<file path="src/sv/pts_pkg.sv">
// Package: token codes, scan modes, record types and scanning functions.
package pts_pkg;

  localparam int MaxTextLength = 80;
  localparam int RwCount = 35;
  localparam int FifoDepth = 4;

  localparam logic [5:0] TOK_IDENT   = 6'd0;
  localparam logic [5:0] TOK_INT     = 6'd1;
  localparam logic [5:0] TOK_REAL    = 6'd2;
  localparam logic [5:0] TOK_STRING  = 6'd3;
  localparam logic [5:0] TOK_EOF     = 6'd4;
  localparam logic [5:0] TOK_ERROR   = 6'd5;
  localparam logic [5:0] TOK_CARET   = 6'd6;
  localparam logic [5:0] TOK_COLON   = 6'd18;
  localparam logic [5:0] TOK_ASSIGN  = 6'd19;
  localparam logic [5:0] TOK_LT      = 6'd20;
  localparam logic [5:0] TOK_LE      = 6'd21;
  localparam logic [5:0] TOK_NE      = 6'd22;
  localparam logic [5:0] TOK_GT      = 6'd23;
  localparam logic [5:0] TOK_GE      = 6'd24;
  localparam logic [5:0] TOK_PERIOD  = 6'd25;
  localparam logic [5:0] TOK_DOTDOT  = 6'd26;
  localparam logic [5:0] TOK_RW_BASE = 6'd27;

  localparam logic [3:0] M_IDLE       = 4'd0;
  localparam logic [3:0] M_WORD       = 4'd1;
  localparam logic [3:0] M_INT        = 4'd2;
  localparam logic [3:0] M_INT_DOT    = 4'd3;
  localparam logic [3:0] M_FRAC       = 4'd4;
  localparam logic [3:0] M_EXP_START  = 4'd5;
  localparam logic [3:0] M_EXP_SIGN   = 4'd6;
  localparam logic [3:0] M_EXP_DIGITS = 4'd7;
  localparam logic [3:0] M_STRING     = 4'd8;
  localparam logic [3:0] M_COMMENT    = 4'd9;
  localparam logic [3:0] M_COLON      = 4'd10;
  localparam logic [3:0] M_LESS       = 4'd11;
  localparam logic [3:0] M_GREATER    = 4'd12;
  localparam logic [3:0] M_PERIOD     = 4'd13;

  localparam logic [30:0] INT_MAX31 = 31'h7FFF_FFFF;
  localparam logic [29:0] MANT_MAX  = 30'd999999999;

  localparam logic [71:0] RW_TXT [RwCount] = '{
    "do", "if", "in", "of", "or", "to",
    "and", "div", "end", "for", "mod", "nil", "not", "set", "var",
    "case", "else", "file", "goto", "then", "type", "with",
    "array", "begin", "const", "label", "until", "while",
    "downto", "packed", "record", "repeat",
    "program", "function", "procedure"
  };

  localparam logic [3:0] RW_LEN [RwCount] = '{
    4'd2, 4'd2, 4'd2, 4'd2, 4'd2, 4'd2,
    4'd3, 4'd3, 4'd3, 4'd3, 4'd3, 4'd3, 4'd3, 4'd3, 4'd3,
    4'd4, 4'd4, 4'd4, 4'd4, 4'd4, 4'd4, 4'd4,
    4'd5, 4'd5, 4'd5, 4'd5, 4'd5, 4'd5,
    4'd6, 4'd6, 4'd6, 4'd6,
    4'd7, 4'd8, 4'd9
  };

  typedef struct packed {
    logic [7:0] ch;
    logic       end_of_input;
  } char_t;

  typedef struct packed {
    logic [5:0]        tok_kind;
    logic [30:0]       int_value;
    logic [29:0]       mantissa;
    logic signed [7:0] decimal_exponent;
    logic [63:0]       text;
    logic [6:0]        text_length;
    logic              overflow;
    logic              last;
  } token_t;

  typedef struct packed {
    logic [8:0][7:0] w;
    logic [6:0]      cnt;
    logic [30:0]     ia;
    logic [29:0]     da;
    logic [7:0]      fd;
    logic [7:0]      ea;
    logic            en;
    logic            sat;
  } tok_st_t;

  typedef struct packed {
    tok_st_t    s;
    logic [3:0] mode;
    logic       e;
    token_t     r;
  } step_t;

  function automatic logic is_letter(logic [7:0] c);
    return (c >= "a" && c <= "z") || (c >= "A" && c <= "Z");
  endfunction

  function automatic logic is_digit(logic [7:0] c);
    return c >= "0" && c <= "9";
  endfunction

  function automatic logic is_blank(logic [7:0] c);
    return c == 8'h20 || c == 8'h0A || c == 8'h09 || c == 8'h0D;
  endfunction

  function automatic logic [7:0] lower(logic [7:0] c);
    return (is_letter(c) && c <= "Z") ? c + 8'd32 : c;
  endfunction

  function automatic tok_st_t begin_tok(tok_st_t s);
    tok_st_t t;
    t = s;
    t.cnt = '0;
    t.ia = '0;
    t.da = '0;
    t.fd = '0;
    t.ea = '0;
    t.en = 1'b0;
    t.sat = 1'b0;
    return t;
  endfunction

  function automatic tok_st_t append(tok_st_t s, logic [7:0] c, logic [6:0] lim);
    tok_st_t t;
    t = s;
    if (s.cnt < 7'd9) t.w[s.cnt[3:0]] = c;
    if (s.cnt < lim) t.cnt = s.cnt + 7'd1;
    else t.sat = 1'b1;
    return t;
  endfunction

  function automatic tok_st_t add_int(tok_st_t s, logic [3:0] d);
    tok_st_t t;
    logic [34:0] vi;
    logic [33:0] vd;
    t = s;
    vi = ({4'b0, s.ia} << 3) + ({4'b0, s.ia} << 1) + {31'b0, d};
    vd = ({4'b0, s.da} << 3) + ({4'b0, s.da} << 1) + {30'b0, d};
    if (vi > {4'b0, INT_MAX31}) begin
      t.ia = INT_MAX31;
      t.sat = 1'b1;
    end else begin
      t.ia = vi[30:0];
    end
    t.da = (vd > {4'b0, MANT_MAX}) ? MANT_MAX : vd[29:0];
    return t;
  endfunction

  function automatic tok_st_t add_frac(tok_st_t s, logic [3:0] d);
    tok_st_t t;
    logic [33:0] vd;
    t = s;
    vd = ({4'b0, s.da} << 3) + ({4'b0, s.da} << 1) + {30'b0, d};
    if (vd > {4'b0, MANT_MAX}) begin
      t.da = MANT_MAX;
      t.sat = 1'b1;
    end else begin
      t.da = vd[29:0];
    end
    if (s.fd != 8'hFF) t.fd = s.fd + 8'd1;
    else t.sat = 1'b1;
    return t;
  endfunction

  function automatic tok_st_t add_exp(tok_st_t s, logic [3:0] d);
    tok_st_t t;
    logic [11:0] v;
    t = s;
    v = ({4'b0, s.ea} << 3) + ({4'b0, s.ea} << 1) + {8'b0, d};
    if (v > 12'd255) begin
      t.ea = 8'hFF;
      t.sat = 1'b1;
    end else begin
      t.ea = v[7:0];
    end
    return t;
  endfunction

  function automatic tok_st_t to_real(tok_st_t s);
    tok_st_t t;
    t = s;
    if (s.ia > {1'b0, MANT_MAX}) t.sat = 1'b1;
    return t;
  endfunction

  function automatic token_t mk(tok_st_t s, logic [5:0] code, logic [30:0] ival,
                                logic [29:0] mant, logic signed [7:0] dexp);
    token_t r;
    r = '0;
    r.tok_kind = code;
    r.int_value = ival;
    r.mantissa = mant;
    r.decimal_exponent = dexp;
    for (int i = 0; i < 8; i++) begin
      if (7'(i) < s.cnt) r.text[8*i +: 8] = s.w[i];
    end
    r.text_length = s.cnt;
    r.overflow = s.sat;
    return r;
  endfunction

  function automatic logic [5:0] word_code(tok_st_t s);
    logic [5:0] code;
    logic       hit;
    code = TOK_IDENT;
    if (s.cnt >= 7'd2 && s.cnt <= 7'd9) begin
      for (int k = 0; k < RwCount; k++) begin
        hit = (RW_LEN[k] == s.cnt[3:0]);
        for (int i = 0; i < 9; i++) begin
          if (4'(i) < RW_LEN[k] &&
              s.w[i] != RW_TXT[k][8*(int'(RW_LEN[k]) - 1 - i) +: 8]) hit = 1'b0;
        end
        if (hit) code = TOK_RW_BASE + 6'(k);
      end
    end
    return code;
  endfunction

  // real emit: exponent = written exponent - fraction digits, clamped
  function automatic step_t emit_real(tok_st_t s);
    step_t o;
    logic signed [9:0] e;
    o = '0;
    o.s = s;
    e = (s.en ? -$signed({2'b0, s.ea}) : $signed({2'b0, s.ea})) - $signed({2'b0, s.fd});
    if (e > 10'sd127) begin
      e = 10'sd127;
      o.s.sat = 1'b1;
    end
    if (e < -10'sd128) begin
      e = -10'sd128;
      o.s.sat = 1'b1;
    end
    o.e = 1'b1;
    o.r = mk(o.s, TOK_REAL, '0, s.da, e[7:0]);
    return o;
  endfunction

  function automatic step_t finish(tok_st_t s, logic [3:0] mode, logic [6:0] lim);
    step_t o;
    o = '0;
    o.s = s;
    o.e = 1'b1;
    case (mode)
      M_WORD: o.r = mk(s, word_code(s), '0, '0, '0);
      M_INT: o.r = mk(s, TOK_INT, s.ia, '0, '0);
      M_INT_DOT: o = emit_real(append(to_real(s), ".", lim));
      M_FRAC, M_EXP_DIGITS: o = emit_real(s);
      M_EXP_START, M_EXP_SIGN, M_STRING: o.r = mk(s, TOK_ERROR, '0, '0, '0);
      M_COLON: o.r = mk(s, TOK_COLON, '0, '0, '0);
      M_LESS: o.r = mk(s, TOK_LT, '0, '0, '0);
      M_GREATER: o.r = mk(s, TOK_GT, '0, '0, '0);
      M_PERIOD: o.r = mk(s, TOK_PERIOD, '0, '0, '0);
      default: o.e = 1'b0;
    endcase
    o.mode = M_IDLE;
    return o;
  endfunction

  function automatic logic [5:0] single_code(logic [7:0] c);
    logic [5:0] k;
    case (c)
      "^": k = 6'd0;
      "*": k = 6'd1;
      "(": k = 6'd2;
      ")": k = 6'd3;
      "-": k = 6'd4;
      "+": k = 6'd5;
      "=": k = 6'd6;
      "[": k = 6'd7;
      "]": k = 6'd8;
      ";": k = 6'd9;
      ",": k = 6'd10;
      "/": k = 6'd11;
      default: return TOK_ERROR;
    endcase
    return TOK_CARET + k;
  endfunction

  function automatic step_t start(tok_st_t s, logic [7:0] c, logic [6:0] lim);
    step_t o;
    o = '0;
    o.s = s;
    o.mode = M_IDLE;
    if (is_blank(c)) begin
      o.mode = M_IDLE;
    end else if (c == "{") begin
      o.mode = M_COMMENT;
    end else if (is_letter(c)) begin
      o.s = append(begin_tok(s), lower(c), lim);
      o.mode = M_WORD;
    end else begin
      o.s = append(begin_tok(s), c, lim);
      if (is_digit(c)) begin
        o.s = add_int(o.s, c[3:0]);
        o.mode = M_INT;
      end else if (c == 8'h27) begin
        o.mode = M_STRING;
      end else if (c == ":") begin
        o.mode = M_COLON;
      end else if (c == "<") begin
        o.mode = M_LESS;
      end else if (c == ">") begin
        o.mode = M_GREATER;
      end else if (c == ".") begin
        o.mode = M_PERIOD;
      end else begin
        o.e = 1'b1;
        o.r = mk(o.s, single_code(c), '0, '0, '0);
      end
    end
    return o;
  endfunction

endpackage

</file>
<file path="src/sv/pts_chan_if.sv">
// Valid/ready channel carrying one word of a given payload type.
interface pts_chan_if #(parameter type payload_t = logic);
  logic     valid;
  logic     ready;
  payload_t data;

  modport source(output valid, output data, input ready);
  modport sink(input valid, input data, output ready);
endinterface

</file>
<file path="src/sv/pascal_token_scanner_core.sv">
// Pascal token scanner: one source byte per word in, tokens out.
//
// char_in carries one source byte per word (ch, end_of_input); token_out
// carries token words, each with its code, values, first eight characters,
// length, overflow flag and last, which marks the final token caused by an
// input word. A byte causes zero, one or two tokens.
// The scan step is combinational: the tokens of a byte accepted at one edge
// are written into the output queue at that same edge, so token_out.valid is
// high in the next cycle. Throughput is one byte per cycle while tokens
// drain at one per cycle; the four-entry output queue sets this, and
// char_in.ready drops while fewer than two entries are free. Bytes that
// yield two tokens thus slow the input.
// When the receiver stalls, the queue fills and char_in.ready falls; no
// token is lost. Synchronous reset empties the queue and returns the
// scanner to the idle state between tokens.
module pascal_token_scanner_core #(
  parameter int MAX_TEXT_LENGTH = pts_pkg::MaxTextLength
) (
  input logic clk,
  input logic rst,
  pts_chan_if.sink   char_in,
  pts_chan_if.source token_out
);
  import pts_pkg::*;

  localparam logic [6:0] LIMIT = 7'((MAX_TEXT_LENGTH < 127) ? MAX_TEXT_LENGTH : 127);
  localparam int PtrW = $clog2(FifoDepth);

  logic [3:0]  mode, mode_next;
  tok_st_t     ts, ts_next;
  token_t      fifo [FifoDepth];
  logic [PtrW-1:0] wp, rp;
  logic [PtrW:0]   count;

  char_t       cin;
  logic        acc, pop;
  logic [1:0]  n_res;
  token_t      r0, r1;

  assign cin = char_in.data;
  assign char_in.ready = count <= (PtrW+1)'(FifoDepth - 2);
  assign acc = char_in.valid && char_in.ready;
  assign token_out.valid = count != '0;
  assign token_out.data = fifo[rp];
  assign pop = token_out.valid && token_out.ready;

  always_comb begin
    step_t   f1, f2;
    tok_st_t s;
    logic [7:0] c;
    logic    ea, eb, d;
    token_t  ra, rb;
    c = cin.ch;
    d = is_digit(c);
    s = ts;
    mode_next = mode;
    ea = 1'b0;
    eb = 1'b0;
    ra = '0;
    rb = '0;
    f1 = finish(ts, mode, LIMIT);
    f2 = start(f1.s, c, LIMIT);
    if (cin.end_of_input) begin
      s = begin_tok(f1.s);
      ea = f1.e;
      ra = f1.r;
      eb = 1'b1;
      rb = mk(s, TOK_EOF, '0, '0, '0);
      mode_next = M_IDLE;
    end else begin
      case (mode)
        M_COMMENT: begin
          if (c == "}") mode_next = M_IDLE;
        end
        M_STRING: begin
          s = append(ts, c, LIMIT);
          if (c == 8'h27) begin
            ea = 1'b1;
            ra = mk(s, TOK_STRING, '0, '0, '0);
            mode_next = M_IDLE;
          end
        end
        M_WORD: begin
          if (is_letter(c) || d) s = append(ts, lower(c), LIMIT);
          else mode_next = M_IDLE;
        end
        M_INT: begin
          if (d) begin
            s = add_int(append(ts, c, LIMIT), c[3:0]);
          end else if (c == ".") begin
            mode_next = M_INT_DOT;
          end else if (c == "e" || c == "E") begin
            s = append(to_real(ts), c, LIMIT);
            mode_next = M_EXP_START;
          end else begin
            mode_next = M_IDLE;
          end
        end
        M_INT_DOT: begin
          if (c == ".") begin
            ea = 1'b1;
            ra = mk(ts, TOK_INT, ts.ia, '0, '0);
            s = append(append(begin_tok(ts), ".", LIMIT), ".", LIMIT);
            eb = 1'b1;
            rb = mk(s, TOK_DOTDOT, '0, '0, '0);
            mode_next = M_IDLE;
          end else if (d) begin
            s = add_frac(append(append(to_real(ts), ".", LIMIT), c, LIMIT), c[3:0]);
            mode_next = M_FRAC;
          end else if (c == "e" || c == "E") begin
            s = append(append(to_real(ts), ".", LIMIT), c, LIMIT);
            mode_next = M_EXP_START;
          end else begin
            mode_next = M_IDLE;
          end
        end
        M_FRAC: begin
          if (d) begin
            s = add_frac(append(ts, c, LIMIT), c[3:0]);
          end else if (c == "e" || c == "E") begin
            s = append(ts, c, LIMIT);
            mode_next = M_EXP_START;
          end else begin
            mode_next = M_IDLE;
          end
        end
        M_EXP_START, M_EXP_SIGN, M_EXP_DIGITS: begin
          if (mode == M_EXP_START && (c == "+" || c == "-")) begin
            s = append(ts, c, LIMIT);
            s.en = (c == "-");
            mode_next = M_EXP_SIGN;
          end else if (d) begin
            s = add_exp(append(ts, c, LIMIT), c[3:0]);
            mode_next = M_EXP_DIGITS;
          end else begin
            mode_next = M_IDLE;
          end
        end
        M_COLON, M_LESS, M_GREATER, M_PERIOD: begin
          mode_next = M_IDLE;
          if ((mode == M_COLON && c == "=") || (mode == M_LESS && c == "=")
              || (mode == M_LESS && c == ">") || (mode == M_GREATER && c == "=")
              || (mode == M_PERIOD && c == ".")) begin
            s = append(ts, c, LIMIT);
            ea = 1'b1;
            case (mode)
              M_COLON: ra = mk(s, TOK_ASSIGN, '0, '0, '0);
              M_LESS: ra = mk(s, (c == ">") ? TOK_NE : TOK_LE, '0, '0, '0);
              M_GREATER: ra = mk(s, TOK_GE, '0, '0, '0);
              default: ra = mk(s, TOK_DOTDOT, '0, '0, '0);
            endcase
          end
        end
        default: begin
          s = f2.s;
          mode_next = f2.mode;
          ea = f2.e;
          ra = f2.r;
        end
      endcase
      // token broken by this byte: emit it, then rescan the byte
      if (mode != M_IDLE && mode != M_COMMENT && mode != M_STRING && !ea
          && mode_next == M_IDLE) begin
        s = f2.s;
        mode_next = f2.mode;
        ea = f1.e;
        ra = f1.r;
        eb = f2.e;
        rb = f2.r;
      end
    end
    ts_next = s;
    r0 = ea ? ra : rb;
    r1 = rb;
    n_res = {1'b0, ea} + {1'b0, eb};
    if (n_res == 2'd2) r1.last = 1'b1;
    else r0.last = 1'b1;
  end

  always_ff @(posedge clk) begin
    if (rst) begin
      mode <= M_IDLE;
      ts.cnt <= '0;
      ts.ia <= '0;
      ts.da <= '0;
      ts.fd <= '0;
      ts.ea <= '0;
      ts.en <= 1'b0;
      ts.sat <= 1'b0;
      wp <= '0;
      rp <= '0;
      count <= '0;
    end else begin
      if (acc) begin
        mode <= mode_next;
        ts <= ts_next;
        wp <= wp + n_res[PtrW-1:0];
      end
      if (pop) rp <= rp + 1'b1;
      count <= count + (acc ? (PtrW+1)'(n_res) : '0) - (PtrW+1)'(pop);
    end
  end

  always_ff @(posedge clk) begin
    if (acc && n_res != 2'd0) fifo[wp] <= r0;
    if (acc && n_res == 2'd2) fifo[wp + 1'b1] <= r1;
  end

`ifndef SYNTHESIS
  a_count_bound: assert property (@(posedge clk) disable iff (rst)
    count <= (PtrW+1)'(FifoDepth)) else $error("token queue overrun");
  a_eof_idle: assert property (@(posedge clk) disable iff (rst)
    acc && cin.end_of_input |=> mode == M_IDLE) else $error("not idle after eof");
  a_eof_tokens: assert property (@(posedge clk) disable iff (rst)
    acc && cin.end_of_input |-> n_res != 2'd0) else $error("eof gave no token");
  a_reset_idle: assert property (@(posedge clk)
    $past(rst) |-> mode == M_IDLE && count == '0) else $error("reset state");
`endif

endmodule

</file>
<file path="src/flat_wrapper.sv">
// flat-port wrapper written by rule: the top's interface ports become plain ports
module pascal_token_scanner_core_flat import pts_pkg::*;
#(
  parameter int MAX_TEXT_LENGTH = pts_pkg::MaxTextLength
)
  (clk, rst, char_in_valid, char_in_data, char_in_ready, token_out_valid, token_out_data, token_out_ready);
  pts_chan_if #(.payload_t(char_t)) char_in_i ();
  pts_chan_if #(.payload_t(token_t)) token_out_i ();
  input logic clk;
  input logic rst;
  input wire logic [$bits(char_in_i.valid)-1:0] char_in_valid;
  input wire logic [$bits(char_in_i.data)-1:0] char_in_data;
  output wire logic [$bits(char_in_i.ready)-1:0] char_in_ready;
  output wire logic [$bits(token_out_i.valid)-1:0] token_out_valid;
  output wire logic [$bits(token_out_i.data)-1:0] token_out_data;
  input wire logic [$bits(token_out_i.ready)-1:0] token_out_ready;
  assign char_in_i.valid = char_in_valid;
  assign char_in_i.data = char_in_data;
  assign char_in_ready = char_in_i.ready;
  assign token_out_valid = token_out_i.valid;
  assign token_out_data = token_out_i.data;
  assign token_out_i.ready = token_out_ready;
  pascal_token_scanner_core #(.MAX_TEXT_LENGTH(MAX_TEXT_LENGTH)) u_core (.clk(clk), .rst(rst), .char_in(char_in_i), .token_out(token_out_i));
endmodule
</file>
<file path="config.mk">
export PLATFORM = sky130hd
export DESIGN_NAME = pascal_token_scanner_core_flat
export DESIGN_NICKNAME = d
export VERILOG_FILES = /design/src/sv/pts_pkg.sv /design/src/sv/pts_chan_if.sv /design/src/sv/pascal_token_scanner_core.sv /design/src/flat_wrapper.sv
export SDC_FILE = /design/constraint.sdc
export NUM_CORES = 2
export LEC_CHECK = 0
export ABC_AREA = 0
export ABC_CLOCK_PERIOD_IN_PS = 14800
export BUFFER_PORTS_ARGS = -buffer_cell sky130_fd_sc_hd__buf_2
export CORE_MARGIN = 1
export CORE_UTILIZATION = 45
export DETAILED_ROUTE_END_ITERATION = 12
export SYNTH_ARGS = -nofsm -noshare
export SYNTH_HDL_FRONTEND = slang
export SYNTH_SLANG_ARGS = --single-unit
</file>
<file path="constraint.sdc">
create_clock -name clk -period 14.8 [get_ports clk]
set_input_delay 2.96 -clock clk [delete_from_list [all_inputs] [get_ports clk]]
set_output_delay 2.96 -clock clk [all_outputs]
set_load 0.02 [all_outputs]
</file>
### After elaboration in Yosys (flattened, before gate mapping)

Memories as Yosys holds them, arrays and structs flattened. A register that Yosys moved wholly into a read port is not among the register bits.
Index checks and enable logic that the tools add are counted.

* register bits: 169
* bits in latches: 0
* bits in writable memories: 592
* bits in read-only memories: 0
* input port bits: 13
* output and inout port bits: 150
* word-level logic and storage cells: 824
* memories: 1

* $add $sub $neg: 21
* $mul: 0
* div/mod/pow operators: 0
* order comparisons: 82
* equality and inequality tests: 147
* shifts and indexed selects: 0
* multiplexer cells: 492
* bitwise operators: 7
* reduce and logical (&&, ||, !) cells: 54

Memories
* u_core.fifo: depth 4, width 148, read ports 1, clocked after memory_dff 1, wr ports 2, RTL line pascal_token_scanner_core.sv:31 `token_t fifo [FifoDepth];`

Operators by type and width (count)
* $mux W158: 14
* $mux W149: 9
* $pmux W148 S9: 1
* $pmux W158 S8: 1
* $mux W72: 16
* $mux W148: 7
* $ne A8 B7 Y1 const B: 74
* $pmux W148 S4: 1
* $mux W8: 60
* $pmux W148 S3: 1
* $pmux W162 S2: 1
* $bwmux W72: 4
* $mux W6: 46
* $mux W1: 254
* $mux W7: 28
* $mux W94: 2
* $lt A3 B7 Y1 const A: 24
* $mux W147: 1
* $mux W144: 1
* $mux W143: 1
* $demux W8 S4: 4
* $eq A8 B6 Y1 const B: 15
* $mux W98: 1
* $lt A1 B7 Y1 const A: 12
* other kinds (86): 225

### Depth between registers and ports, before layout

* word-level depth: 46
* gate-level depth with buffers: 24
* mapped depth without buffers: 18

### Worst setup path before layout

No wires, ideal clock.

* path type: input port to flip-flop
* start: input char_in_data[5]
* end: register u_core.ts[102] (netlist name), enable pin
* library setup time: 0.476 ns
* arrival: 9.387 ns
* data required time: 14.324 ns
* slack: 4.937 ns
* stages on the path: 12
* path buffers: 4
* path through: buf_6 -> or4b_1 -> buf_4 -> o21ai_4 -> o221a_1 -> o221a_2 -> nor4b_4 -> a31oi_4 -> buf_2 -> clkbuf_1 -> a311oi_1 -> nor2b_1

* cells in the longest elaborated chain, start to end: 17
* elaborated cells between the ends (all ways): 92
* classes of those cells: order compare (6); eq/ne (25); mux (36); reduce/logical (25)

RTL lines
* start: declaration: RTL line flat_wrapper.sv:12 `input wire logic [$bits(char_in_i.data)-1:0] char_in_data;`
* branches (longest 16 deep; another with $mux W98)
* $reduce_and A11 Y1 (no source line) *
* end signal: assignment: RTL line pascal_token_scanner_core.sv:196 `ts <= ts_next;`
* end: declaration: RTL line pascal_token_scanner_core.sv:30 `tok_st_t ts, ts_next;`

Mark *: on every way between the ends. The select of a mux whose other input is x is not followed.
A chain may end at the register's enable or synchronous reset.

==> impl_metrics.yaml <==
synthesis:
  syn-num-nets: 4713
  ys_ff_latch: 763
  yosys.area.top_type: "dfxtp_1"
  synth_cell_type_count: 112
  synthArstFlopShare_pct: 0
  ys_top_cells_by_area: "dfxtp_1, edfxtp_1, mux4_2, a22o_1, o21ai_0"
  ys_warn_count: 0
  netlist_instances: 4530
  synth_edf_count: 204
  ys.flop_type: "dfxtp_1"
  synth_area_mm2: 0.0427
  yosysSeqAreaShare_pct: 40.6
  syn_avg_cell_area_um2: 9.42
  yosys.area.top_type_share_pct: 26.2
detailed_routing:
  drcViolationCount: 0
  avgRoutedWirePerCell_um: 25.2
  vias_per_cell: 6.50
  ant_nets: 0
  first_iter_violations: 4484
  vias: 38100
  firstDrtPassIters: 6
  drt-total-wl_mm: 148
placed_design:
  dp.cells: 5698
  post-dp-hpwl_mm: 98.2
  place_congestion: 0.971
  numPortBuffers: 162
pwr:
  cellPowerDensity_mw_per_mm2: 116
  p_leak_nw: 17.3
  vdd_drop_max_uv: 70.1
worst_hold_path:
  hp-class: "reg -> reg"
critical_path:
  end_kind: "flip-flop"
  critPathLaunchType: "input port"
  worstPathRequired_ns: 15.37
  cp.arrival_ns: 9.04
  crit_fanout: 49
  worstSetupPathType: "in -> reg"
timing:
  relSlewSlack_pct: 22.0
  fin_crit_sh_pct: 57.2
  report.final.setup_viol: 0
  final_hold_viol_count: 0
  worstMarginPinSlew_ns: 1.16
  fmax_mhz: 118
  tns_ns: 0
  finClkSkew_ns: 0.0263
  fin_crit_ns: 8.47
  maxSlewViolCount: 0
  rsz0062_at_grt: "no"
clocking:
  cts_root_buf: "clkbuf_16"
  cts_buffers: 84
  cts_tree: "yes"
  htree_num_levels: 3
  clk_pin_slew_ns: 0.06
  ctsResizeCount: 0
  clk_latency_ns: 0.69
  clock_path_buffers: 3
  postCtsSetupBuffers: 0
  clock-sinks: 763
  cts_hold_buf: 0
layout:
  nFillCells: 8826
  syn_to_final_growth_pct: 11.2
  post-route-util_pct: 50.7
  drive_above_1_share_pct: 14.1
  nets: 4713
  finalNonFillerCells: 5861
grt:
  grt_pass1_wl_mm: 225
  gr-usage-all-layers_pct: 30.2
  grt_pass1_vias: 36300
  antenna_found_initial: 4
  grt_overflow: 0
  grt_max_degree: 94
run_status:
  status: "completed"
floorplan:
  dieArea_mm2: 0.0960
  die_h_um: 310
  core-area_mm2: 0.0936
  pin_count: 163
  initial_core_util_pct: 45.6
  num_rows: 112
  fp.dieW_um: 310
job:
  maxCapViolations: 0
-- sequential cells by signal, indices dropped and copies added (netlist names), named ones only --
signal        flops
u_core.fifo     592
u_core.ts       158
u_core.mode       4
u_core.count      3
u_core.rp         2
u_core.wp         2
-- synthesized netlist by cell type (37+ instances only) --
cell type / instances
edfxtp_1: 204
o21a_1: 37
ha_1: 162
dfxtp_1: 559
nor2_1: 332
a22oi_1: 40
or3_1: 40
a21oi_1: 275
nand4_1: 43
nor3_1: 93
inv_1: 76
o21ai_0: 433
a22o_1: 291
o22ai_1: 87
nand3_1: 190
buf_2: 43
clkbuf_1: 247
xnor2_1: 56
mux4_2: 148
nand2_1: 410
-- kinds of logic (layout without fill, tap and decap cells) --
| family | after synthesis | count (layout) | synth area share, % |
|---|---|---|---|
| compound gates | 1550 | 1550 | 24.6 |
| simple gates | 1397 | 1397 | 16.0 |
| flops | 763 | 763 | 40.6 |
| buf+inv | 408 | 479 | 3.83 |
| fa+ha+maj | 170 | 170 | 5.13 |
| mux | 158 | 158 | 8.06 |
| xor+xnor | 84 | 84 | 1.72 |
| other cells | 0 | 6 | 0 |
-- through the flow --
step | power (mW) | hold WS [ns] | worst slack, ns | instance area, µm²
2_1_floorplan | 3.01 | 0.410 | 4.94 | 42700
3_3_place_gp | 3.35 | 0.421 | 5.96 | 44500
3_5_place_dp | 3.35 | 0.430 | 5.87 | 44500
4_1_cts | 5.55 | 0.438 | 6.58 | 47400
5_1_grt | 5.70 | 0.468 | 6.17 | 47400
6_report | 5.51 | 0.440 | 6.33 | 47400
-- cell usage in the layout, fill, tap and decap left out, drive strengths merged, types with 16 or more instances in the layout --
cell,count
nand2,411
o22ai,89
a22o,291
edfxtp,204
a21oi,281
nand3,193
nor3,98
o211ai,17
a31oi,25
a221o,16
nand4,43
inv,84
mux4,148
nand3b,18
o22a,18
and2,24
buf,246
xor2,28
a22oi,41
or4,18
clkinv,21
clkbuf,114
nor4,37
o21a,38
o31ai,17
nand2b,35
a211oi,30
ha,162
nor2,333
o21ai,464
and3,18
or3,40
nor2b,33
xnor2,56
or2,24
a21o,30
dfxtp,559
a32oi,22
a221oi,37
-- worst max-delay path, stage by stage --
cell and delay, ns:
buf_2 0.61, nand4bb_1 0.42, a21oi_2 0.77, nor4_1 0.19
and4bb_1 0.31, nor4b_4 0.56, nand3_2 0.33, o21ai_0 0.36
ha_1 0.38, nand2_1 0.25, nor3_1 0.62, nor2_4 0.04
buf_4 0.35, buf_4 0.43, a221o_1 0.37
-- worst paths after layout --
path / start / endpoint / slack (ns) / cells past startpoint
worst max-delay path: char_in_data[6] / u_core.fifo[1][5] / 6.33 / 15
worst min-delay path: u_core.fifo[3][7] / u_core.fifo[3][7] / 0.44 / 2
worst max register to register: u_core.mode[2] / u_core.fifo[1][5] / 8.66 / 15
worst min register to register: u_core.fifo[3][7] / u_core.fifo[3][7] / 0.44 / 2
-- area by class of cell --
type	count	area [µm²]	area share [%]
Multi-Input combinational cell	3359	23900	50.3
Tap cell	1254	1570	3.31
Clock inverter	43	514	1.08
Clock buffer	114	2420	5.09
Antenna cell	6	15.0	0.0317
Timing Repair Buffer	246	1440	3.04
Inverter	76	285	0.601
Sequential cell	763	17300	36.5
-- report_power, final --
| group | total [mW] | leakage (nW) | internal (mW) | switching (mW) |
|---|---|---|---|---|
| clock network | 2.20 | 1.42 | 1.27 | 0.932 |
| logic | 0.987 | 9.54 | 0.325 | 0.663 |
| registers | 2.32 | 6.35 | 2.23 | 0.0930 |
-- metal layers --
layer | GRT usage [%] | wire length [µm] | vias to the layer above
li1 | - | - | 17400
met1 | 40.5 | 61700 | 18700
met2 | 48.1 | 68300 | 1696
met3 | 4.79 | 11000 | 369
met4 | 13.2 | 6630 | 2
met5 | 0 | 20 | -
Note: power is estimated with default switching activity, not from simulation.
